### src/rtl/core/olca_pkg.sv
`default_nettype none
package olca_pkg;

  localparam int Dims        = 4;
  localparam int MaxClusters = 16;
  localparam int DimW        = $clog2(Dims);
  localparam int DimCntW     = $clog2(Dims + 1);
  localparam int ClW         = $clog2(MaxClusters);
  localparam int ClCntW      = $clog2(MaxClusters + 1);
  localparam int AddrW       = ClW + DimW;
  localparam int Depth       = MaxClusters * Dims;

  localparam logic [23:0] RelSat = 24'hFFFFFF;
  localparam logic [16:0] OneQ16 = 17'h10000;

  localparam logic [1:0] StTraining = 2'd0;
  localparam logic [1:0] StFinished = 2'd1;
  localparam logic [1:0] StFull     = 2'd2;
  localparam logic [1:0] StDetect   = 2'd3;

  localparam logic [1:0] RegMode   = 2'd0;
  localparam logic [1:0] RegLimit  = 2'd1;
  localparam logic [1:0] RegSmooth = 2'd2;
  localparam logic [1:0] RegTrain  = 2'd3;

endpackage
`default_nettype wire

### src/rtl/core/olca_div.sv
`default_nettype none
// restoring divider, one quotient bit per cycle: quo = min(mag*65536/den, 2^24-1)
module olca_div (
  input  wire logic        clk_i,
  input  wire logic        rst_ni,
  input  wire logic        start_i,
  input  wire logic [32:0] mag_i,
  input  wire logic [31:0] den_i,
  output logic             done_o,
  output logic [23:0]      rel_o
);
  import olca_pkg::*;

  // quotient needs at most 49 bits; only 25 matter for saturation
  logic [48:0] num_q, num_d;
  logic [32:0] rem_q, rem_d;
  logic [48:0] quo_q, quo_d;
  logic [31:0] den_q, den_d;
  logic [5:0]  cnt_q, cnt_d;
  logic        busy_q, busy_d;
  logic        done_q, done_d;
  logic [33:0] trial;

  always_comb begin
    num_d  = num_q;
    rem_d  = rem_q;
    quo_d  = quo_q;
    den_d  = den_q;
    cnt_d  = cnt_q;
    busy_d = busy_q;
    done_d = 1'b0;
    trial  = '0;
    if (start_i) begin
      num_d  = {mag_i, 16'h0000};
      den_d  = den_i;
      rem_d  = '0;
      quo_d  = '0;
      cnt_d  = 6'd49;
      busy_d = 1'b1;
    end else if (busy_q) begin
      trial = {rem_q, num_q[48]} - {2'b00, den_q};
      if (!trial[33]) begin
        rem_d = trial[32:0];
        quo_d = {quo_q[47:0], 1'b1};
      end else begin
        rem_d = {rem_q[31:0], num_q[48]};
        quo_d = {quo_q[47:0], 1'b0};
      end
      num_d = {num_q[47:0], 1'b0};
      cnt_d = cnt_q - 6'd1;
      if (cnt_q == 6'd1) begin
        busy_d = 1'b0;
        done_d = 1'b1;
      end
    end
  end

  always_ff @(posedge clk_i or negedge rst_ni) begin
    if (!rst_ni) begin
      busy_q <= 1'b0;
      done_q <= 1'b0;
      cnt_q  <= '0;
    end else begin
      busy_q <= busy_d;
      done_q <= done_d;
      cnt_q  <= cnt_d;
    end
  end

  always_ff @(posedge clk_i) begin
    num_q <= num_d;
    rem_q <= rem_d;
    quo_q <= quo_d;
    den_q <= den_d;
  end

  assign done_o = done_q;
  assign rel_o  = (den_q == 32'd0 || quo_q[48:24] != 25'd0) ? RelSat : quo_q[23:0];

endmodule
`default_nettype wire

### config.mk
export PLATFORM = sky130hd
export DESIGN_NAME = olca_div
export DESIGN_NICKNAME = d
export VERILOG_FILES = /design/src/rtl/core/olca_pkg.sv /design/src/rtl/core/olca_div.sv
export SDC_FILE = /design/constraint.sdc
export NUM_CORES = 1
export LEC_CHECK = 0
export BUFFER_PORTS_ARGS = -buffer_cell sky130_fd_sc_hd__buf_2
export CORE_MARGIN = 4
export CORE_UTILIZATION = 23
export CTS_BUF_LIST = sky130_fd_sc_hd__clkbuf_16
export DETAILED_ROUTE_END_ITERATION = 7
export PLACE_DENSITY = 0.48
export SKIP_LAST_GASP = 1
export SLEW_MARGIN = 20
export SYNTH_ARGS = -nofsm -noshare
export SYNTH_HDL_FRONTEND = slang
export SYNTH_SLANG_ARGS = --single-unit
### constraint.sdc
create_clock -name clk_i -period 4.1 [get_ports clk_i]
set_input_delay 0.615 -clock clk_i [delete_from_list [all_inputs] [get_ports clk_i]]
set_output_delay 0.615 -clock clk_i [all_outputs]
set_load 0.03 [all_outputs]
After elaboration in Yosys (flattened, before gate mapping)
Cells that the tools add are included.
Word-level totals
  flip-flop bits (word level): 155
  word-level logic and storage cells: 27
Operators by class
  add/sub/neg operators: 2
  equality and inequality tests: 1
  mux-type cells: 13
  reductions and logical operators: 4
Operators by type and width (count)
  two-way mux 49 bit: 2
  subtractor 34 x 32 -> 34 bit: 1
  two-way mux 33 bit: 1
  logical NOT 32 bit: 1
  nonzero test 25 bit: 1
  two-way mux 24 bit: 1
  two-way mux 6 bit: 2
  two-way mux 1 bit: 7
  == test 6 x 1 -> 1 bit, second input constant: 1
  subtractor 6 x 1 -> 6 bit, second input constant: 1
  nonzero test 2 bit: 1
  logical OR 1 bit: 1

Logic depth before layout (Yosys ltp)
Gate-level depths: netlist (run 1).
  depth after elaboration: 4
  depth in mapped cells: 12
  depth with buffers taken out: 11

Least setup slack after synthesis (run 1)
OpenSTA, ideal clock, no wires.
  path type: reg-to-reg
  from: register den_q[0]
  to: register rem_q[30]
  library setup time: 0.116 ns
  arrival: 2.537 ns
  setup slack: 1.447 ns
  stages on the path, launching flop included: 11
  clock period less this slack: 2.653 ns
  cell sequence: edfxtp_1 ha_1 fa_1 nor2b_1 o2111ai_1 a2111oi_1 o32ai_1 o21a_1 o31ai_1 xnor2_1 o21ai_1
Between the ends
  word-level cells in the longest chain between the ends: 2
Ends and longest elaborated chain
  start: declaration: RTL line olca_div.sv:18  | logic [31:0] den_q, den_d;
  start signal: assignment: RTL line olca_div.sv:74  | den_q <= den_d;
  subtractor 34 x 32 -> 34 bit: RTL line olca_div.sv:41  | trial = {rem_q, num_q[48]} - {2'b00, den_q};
  two-way mux 33 bit: RTL line olca_div.sv:42  | if (!trial[33]) begin
  end signal: assignment: RTL line olca_div.sv:72  | rem_q <= rem_d;
  end: declaration: RTL line olca_div.sv:16  | logic [32:0] rem_q, rem_d;
No other way between the ends.
A chain may end at the register's enable or synchronous reset.

Worst setup path after layout (run 1)
Same ends and word-level chain as after synthesis.

==> results of run 1 <==
-- cells by family (layout without fill, tap and decap cells) --
group | after synthesis | count (layout) | share of synthesized area
and+or+nand+nor | 258 | 258 | 0.147
DFF | 155 | 155 | 0.455
adders and majority gates | 35 | 35 | 0.0535
xor gates and xnor gates | 31 | 31 | 0.0349
muxes | 104 | 104 | 0.130
buffers and inverters | 86 | 174 | 0.0431
AOI/OAI and AO/OA | 162 | 162 | 0.136
-- worst paths after layout --
check,to,slack (ns),depth (start not counted)
max,rem_q[30]$_SDFFE_PP0P_,0.80,10
min,den_q[8]$_DFFE_PP_,0.36,1
max reg2reg,rem_q[30]$_SDFFE_PP0P_,0.80,10
min reg2reg,quo_q[48]$_SDFFE_PP0P_,0.50,2
max in group asynchronous,busy_q$_DFF_PN0_,3.33,2
min in group asynchronous,cnt_q[1]$_DFFE_PN0P_,0.58,2
-- cells in the mapped netlist, drive strengths merged (8+ instances only) --
cell      n
nand3    10
ha       34
nor4     16
or2      26
nand2    38
nand4    13
buf      24
nand2b    9
a21o     12
xnor2    22
mux2i    72
o21ai    31
dfrtp     8
edfxtp   65
nor3     12
inv      40
xor2      9
clkbuf   21
a21oi    39
dfxtp    82
nor2    115
a211oi   27
mux2     32
-- power breakdown --
group / internal, mW / switching, mW / total [mW]
sequential: 1.83 / 0.163 / 1.99
combinational: 1.00 / 1.24 / 2.24
clock: 0.797 / 0.718 / 1.52
-- critical path, stage by stage (launching register included) --
cell and delay [ns]:
sky130_fd_sc_hd__edfxtp_1 0.43, sky130_fd_sc_hd__ha_1 0.23, sky130_fd_sc_hd__fa_1 0.41, sky130_fd_sc_hd__nor2b_1 0.18, sky130_fd_sc_hd__o2111ai_1 0.24, sky130_fd_sc_hd__a2111oi_1 0.66, sky130_fd_sc_hd__o32ai_1 0.22, sky130_fd_sc_hd__o21a_1 0.26
sky130_fd_sc_hd__o31ai_1 0.33, sky130_fd_sc_hd__xnor2_1 0.16, sky130_fd_sc_hd__o21ai_1 0.07
-- metrics by stage --
stage	total power [mW]	std cells	hold slack, ns
floorplan	3.84	831	0.319
global placement	4.26	1347	0.471
detailed placement	4.27	1347	0.472
CTS	5.83	1380	0.332
global route	6.16	1380	0.335
finish	5.75	1380	0.359
-- sequential cells by signal, indices dropped and copies added (netlist names) --
signal,flops
rem_q,33
cnt_q,6
quo_q,49
busy_q,1
num_q,33
done_o,1
den_q,32
-- placed cells by master (no fill, tap or decap), drive strengths merged, types with 8 or more instances in the layout --
cell type	Yosys	layout
nor4	16	16
nand2b	9	9
or2	26	26
a211oi	27	27
dfrtp	8	8
a21o	12	12
nand3	10	10
mux2i	72	72
nand2	38	38
o21ai	31	31
inv	40	48
dfxtp	82	82
nor3	12	12
ha	34	34
nand4	13	13
nor2	115	115
buf	24	100
a21oi	39	39
mux2	32	32
xnor2	22	22
xor2	9	9
edfxtp	65	65
clkbuf	21	17
-- cell type report --
class	instances	area share
clock buffers	17	0.0434
clock inverters	15	0.0134
repair buffers	101	0.0544
well taps	461	0.0589
flip-flops and latches	155	0.388
multi-input cells	590	0.426
inverters	41	0.0157
-- per-layer routing --
layer | up-vias | share of wire | wire length [um] | global-route usage
met5 | - | 0 | 0 | 0
met4 | 0 | 0.022 | 446 | 0.0418
met3 | 21 | 0.037 | 731 | 0.0216
met2 | 102 | 0.49 | 9660 | 0.172
met1 | 2927 | 0.46 | 9070 | 0.128
li1 | 3159 | - | - | -
==> metrics list, run 1 <==
- The run finished with clean final reports.
* Ys async rst share: 0.0516
- Yosys mapped the design onto 64 distinct sky130hd cell types.
- For the final routed database, the setup TNS stands at 0 ns.
- At the end of routability-driven placement, the weighted congestion stood at 0.834.
- The initial utilization of the core area, before any placement, comes to 0.234.
* Synthesized area: 8330 sq um
- Final count of negative-setup-slack endpoints: 0
- Final worst path period need: 3.30 ns
- Floorplan die area: 39,300 sq um
- Across the whole layout, storage elements account for 3800 sq um.
- After detailed routing, the number of vias per cell comes to 4.50.
* Pin count of the biggest net entering global routing: 67
- Before antenna repair, the detailed router went through 5 iterations.
- Tightest slew margin relative to the limit: 0.476
* Cell chosen for the clock root: sky130_fd_sc_hd__clkbuf_16
* Via count: 6,209
- Post-synthesis average cell area: 10.0 sq um
- First-pass GRT wire length: 32,400 um
- Number of placed I/O pins: 93
* CTS H-tree depth: 4
- The clock arrives with 0.0106 ns of skew.
- The die is 198 um wide.
- The tool flagged a number of max-cap violations equal to 0.
* CP Data Required Time: 4.42 ns
- Of all nets on the critical path, the largest fanout is 4.
- Antenna Nets Post-Route: 0
* Design area: 9790 sq um
- Gate count after technology mapping: 831
* Row count: 69
* EDFF count, synth: 65
* VDD IR-drop max: 0.000243 V
- By area the synthesized netlist is led by sky130_fd_sc_hd__edfxtp_1 (23%), sky130_fd_sc_hd__dfxtp_1 (20%), sky130_fd_sc_hd__mux2i_1 (8.7%), sky130_fd_sc_hd__nor2_1 (5.2%), sky130_fd_sc_hd__ha_1 (5.1%).
- Number of warning messages in the yosys log: 0
- Initial detailed-routing violation count: 276
- The number of clock buffers added by TritonCTS is 17.
- The clock drives 155 sinks.
- Post-detailed-placement half-perimeter wirelength: 14,200 um
- Power density relative to cell area: 587 nW/um^2
- The net count of the finished layout is 1,009.
- Worst setup path class: flop to flop
- Hold crit path type: input port to flop
* Post-CTS resize count: 0
- Min setup slack post-route: 0.801 ns
* Post-detailed-placement cell area: 9230 sq um
* Unrepaired setup endpoints after global routing: no
- For the pin with the worst max-slew slack, the measured transition is 0.786 ns.
- Most used DFF post-synth: sky130_fd_sc_hd__dfxtp_1
- STA puts the critical path data arrival time at 3.62 ns.
- In this run the post-CTS setup repair buffer count came out at 0.
* Final worst-path cycle share: 0.805
* Total count of hold-check failures in the final report: 0
- Number of nets in the synthesized netlist: 934
* Proportion of synthesized chip area in sequential cells: 0.455
* Static leakage: 4.43 nW
* GRT Util Overall: 0.102
- Number of antenna violations at the first check in global routing: 0
- Maximum clock rate: 303 MHz
* Pins Over Slew Limit: 0
- Number of design rule violations left after detail routing: 0
- Hold Path Origin: den_i[8]
* Startpoint type of the worst setup path: flop
- CTS Hold Buffers Added: 1
- Insertion delay of the later-clocked pin in the worst-skew pair: 0.43 ns
* Total length of routed wires: 19,900 um
* Antenna Diode Count: 0
- After filler insertion, the fill cell instance count of the layout stands at 3,777.
* Post-Place Worst Slack: 0.829 ns
- The multi-input combinational cells in the finished layout cover a total of 4180 sq um.
* Synth area leader: sky130_fd_sc_hd__edfxtp_1
- After clock tree synthesis, the clock-pin slew on the worst setup and hold paths is 0.07 ns.
- Buffers placed on the I/O ports in this run total 92.
- R2R Path Start: den_q[0]$_DFFE_PP_
* Largest buffer count on any clock path: 2
- Area of the placeable core: 35,700 sq um
* Crit end category: flop
- Of the cells placed in the final design, the portion with a size suffix greater than 1 is 0.224.
* #FFs+latches synth: 155
* Share of the synthesized area in the top cell type: 0.234
- Compared with the post-synthesis result, the final layout area differs by 17.6%.
- The number of global-route vias before repair was 6,241.
- Once layout is complete, the utilization of the core stands at 0.275.
- Summed over all layers, the global routing overflow is 0.
* Launch point of the critical path: den_q[0]$_DFFE_PP_
- Wire length per cell: 14.4 um
- Clock tree from TritonCTS: built
- Floorplan die height: 198 um
Power figures use the tool's default switching activity.
==> run 2, diff against run 1 <==
--- a/config.mk
+++ b/config.mk
@@ -5,6 +5,7 @@
 export SDC_FILE = /design/constraint.sdc
 export NUM_CORES = 1
 export LEC_CHECK = 0
+export ABC_AREA = 1
 export BUFFER_PORTS_ARGS = -buffer_cell sky130_fd_sc_hd__buf_2
 export CORE_MARGIN = 4
 export CORE_UTILIZATION = 23
==> constraint.sdc (replaced) <==
create_clock -name clk_i -period 3.1 [get_ports clk_i]
set_input_delay 0.465 -clock clk_i [delete_from_list [all_inputs] [get_ports clk_i]]
set_output_delay 0.465 -clock clk_i [all_outputs]
set_load 0.03 [all_outputs]
==> metrics list, run 2 <==
- Number of flip-flops in the largest register: 49
* CTS H-tree depth: 4
- Buffers placed on the I/O ports in this run total 92.
- Number of design rule violations left after detail routing: 0
- Maximum clock rate: 352 MHz
- CTS placed an instance of sky130_fd_sc_hd__clkbuf_16 at the clock tree root.
* Final Wtd Congestion: 0.970
- Dividing the final minimum period by the clock period gives 0.916.
- Router iterations before antenna repair: 7
- Row count: 70
* Design area: 10,400 sq um
- By area the synthesized netlist is led by sky130_fd_sc_hd__edfxtp_1 (22%), sky130_fd_sc_hd__dfxtp_1 (19%), sky130_fd_sc_hd__nand2_1 (18%), sky130_fd_sc_hd__inv_1 (8.3%), sky130_fd_sc_hd__ha_1 (4.9%).
* Hold Path Stages: 1
- Number of buffer and inverter instances along the worst setup path: 3
* Top post-synthesis cells by count: sky130_fd_sc_hd__nand2_1 (416), sky130_fd_sc_hd__inv_1 (192), sky130_fd_sc_hd__dfxtp_1 (82)
- The clock arrives with 0.0114 ns of skew.
* Register with the highest flop count: quo_q
- Leaving out fill and tap cells, the most frequent cell in the layout is sky130_fd_sc_hd__nand2_1.
- Global routing finished with a remaining overflow of 0.
- Ordered cell list for the critical path: nor2_1 -> nand3_1 -> nor4_2 -> buf_4 -> a311oi_4 -> buf_12 -> nand2_1 -> buf_2
- Entering global routing, the biggest net connects 51 pins.
* Crit end category: output port
* Sink Count: 155
- The net count of the finished layout is 1,374.
- Ys async rst share: 0.0516
- Summing every instance area after synthesis gives 8700 sq um.
- Count of cells along the worst register-to-register path: 15
* Share of the synthesized area in the top cell type: 0.224
* Antenna Diode Count: 0
- Register clock-pin slew on the reported worst setup and hold paths: 0.08 ns
* Biggest registers after layout: quo_q: 49 flops, num_q: 33 flops, rem_q: 33 flops
- Run status: completed
* Post-synthesis average cell area: 7.41 sq um
* Final setup TNS: 0 ns
- After filler insertion, the fill cell instance count of the layout stands at 4,128.
- Power density relative to cell area: 468 nW/um^2
- Stage delay of the slowest cell on the critical path: 0.44 ns
* Critical-path maximum fanout: 12
- The library cells used most frequently in the layout, excluding fill and tap cells, are sky130_fd_sc_hd__nand2_1 (416), sky130_fd_sc_hd__inv_1 (192), sky130_fd_sc_hd__buf_2 (92).
* Final count of negative-setup-slack endpoints: 0
* GRT Util Overall: 0.123
- The path with the worst hold slack has its endpoint at den_q[24]$_DFFE_PP_.
- Floorplan die width: 203 um
- Among all cell types in the netlist, the one instantiated most often is sky130_fd_sc_hd__nand2_1.
- The largest individual stage delay along the critical path comes from the cell sky130_fd_sc_hd__edfxtp_1.
- Counting along the longest clock path gives a buffer depth of 2.
* Total count of hold-check failures in the final report: 0
- The Yosys step of the flow raised 0 warnings.
* Antenna Nets Post-Route: 0
* Number of nets in the synthesized netlist: 1,277
- Via count: 7,615
* Initial cell density of the core: 0.236
- Hold Path Origin: den_i[24]
* Endpoint of the lowest-slack register-to-register path: rem_q[29]$_SDFFE_PP0P_
- Unrepaired setup endpoints after global routing: no
- The number of global-route vias before repair was 7,554.
- Startpoint type of the worst setup path: flop
- Area delta synth->final: 20.0%
- Insertion delay of the later-clocked pin in the worst-skew pair: 0.44 ns
- Number of placed I/O pins: 93
* R2r setup slk: 0.56 ns
- Dividing the detail-routed via count by the number of cells gives 4.26.
- For the worst setup path, the data required time is 2.63 ns.
* CP Data Arrival Time: 2.37 ns
- Tightest slew margin relative to the limit: 0.523
- Transition time at the pin with the least slew margin: 0.709 ns
- For this block, the routed nets add up to 25,100 um of wire.
- Wire length per cell: 14.0 um
- Worst setup path class: flop to output port
- Max-cap violations in this run came to 0.
- The first global-routing pass estimated 40,200 um of wire.
- Count of unique library cells instantiated by Yosys: 41
* Proportion of synthesized chip area in sequential cells: 0.436
* Synth area leader: sky130_fd_sc_hd__edfxtp_1
- In this design, the largest share of critical-path delay is due to simple AND/OR/NAND/NOR gates.
- Counting flops with a built-in enable in the synthesized netlist gives 65.
- The worst register-to-register path begins at den_q[18]$_DFFE_PP_.
* Pins Over Slew Limit: 0
- Post-detailed-placement cell area: 9770 sq um
* Most used DFF post-synth: sky130_fd_sc_hd__dfxtp_1
- The die covers 41,000 sq um.
- Post-detailed-placement half-perimeter wirelength: 18,700 um
- The multi-input combinational cells in the finished layout cover a total of 4080 sq um.
- The worst hold path belongs to the class input port to flop.
- The total area inside the core boundary comes to 37,000 sq um.
- The cell count after synthesis came out at 1,174.
- Counting I/O delays and the setup requirement, the final critical path takes 2.84 ns.
* Clock tree from TritonCTS: built
* Number of antenna violations at the first check in global routing: 5
* Floorplan die height: 203 um
* Static leakage: 5.20 nW
- For this block, the initial DRC count from the detailed router was 415.
- Counting the buffers created by CTS gives 17.
- Proportion of layout cells with a drive suffix above 1: 0.148
* #FFs+latches synth: 155
- VDD IR-drop max: 0.000392 V
* Sequential cell area: 3790 sq um
-- run 2: layer usage --
metal / vias up / routed length (um) / track usage
met5: - / 51 / 0
met1: 3437 / 12100 / 0.167
li1: 3954 / - / -
met3: 41 / 1370 / 0.0308
met2: 173 / 11200 / 0.194
met4: 10 / 388 / 0.0361
-- run 2: how the worst max path moves through the flow --
stage | startpoint | end | slack, ns | depth (start not counted)
floorplan | start_i | num_q[16]$_SDFFCE_PN0P_ | 0.93 | 3
global placement | den_q[1]$_DFFE_PP_ | rel_o[22] | 0.34 | 7
detailed placement | den_q[1]$_DFFE_PP_ | rel_o[22] | 0.35 | 7
CTS | den_q[1]$_DFFE_PP_ | rel_o[11] | 0.07 | 7
global route | quo_q[43]$_SDFFE_PP0P_ | rel_o[15] | 0.04 | 7
finish | den_q[1]$_DFFE_PP_ | rel_o[22] | 0.26 | 8
-- run 2: cell type report --
class / instances / share of cell area
timing repair buffer: 108 / 0.0582
tap: 504 / 0.0604
inverter: 196 / 0.0704
sequential: 155 / 0.363
clock inverter: 15 / 0.0169
clock buffer: 17 / 0.0407
multi-input combinational: 793 / 0.390
-- run 2: report_power, final --
| group | switching [mW] | leakage [nW] | internal (mW) |
|---|---|---|---|
| Combinational | 0.299 | 3.48 | 0.160 |
| Clock | 1.03 | 0.293 | 1.15 |
| Sequential | 0.0341 | 1.43 | 2.22 |
-- run 2: timing repair --
item / in CTS / in global routing
hold buffers: 1 / 0
cloned: 1 / 0
gates resized for setup: 3 / 1
endpoints found under the setup margin: 24 / 24
pin swaps: 1 / 2
setup buffers: 0 / 1
endpoints found under the hold margin: 8 / 0
-- run 2: metrics by stage --
stage | util | total power [mW] | hold WS (ns) | setup WS (ns) | cells
final | 0.283 | 4.89 | 0.194 | 0.261 | 1788
after global routing | 0.283 | 5.12 | 0.175 | 0.0391 | 1788
after CTS | 0.282 | 4.96 | 0.177 | 0.0655 | 1787
after detailed placement | 0.264 | 2.76 | 0.323 | 0.345 | 1753
after global placement | 0.264 | 2.76 | 0.322 | 0.338 | 1753
after floorplan | - | 2.60 | 0.169 | 0.932 | 1174
-- run 2: logic make-up (layout without fill, tap and decap cells) --
logic type / after synthesis / count (layout) / synth area share
and+or+nand+nor: 632 / 632 / 0.319
buffers and inverters: 227 / 336 / 0.103
DFF: 155 / 155 / 0.436
AOI/OAI and AO/OA: 110 / 111 / 0.0765
adders and majority gates: 35 / 35 / 0.0512
xor gates and xnor gates: 15 / 15 / 0.0151
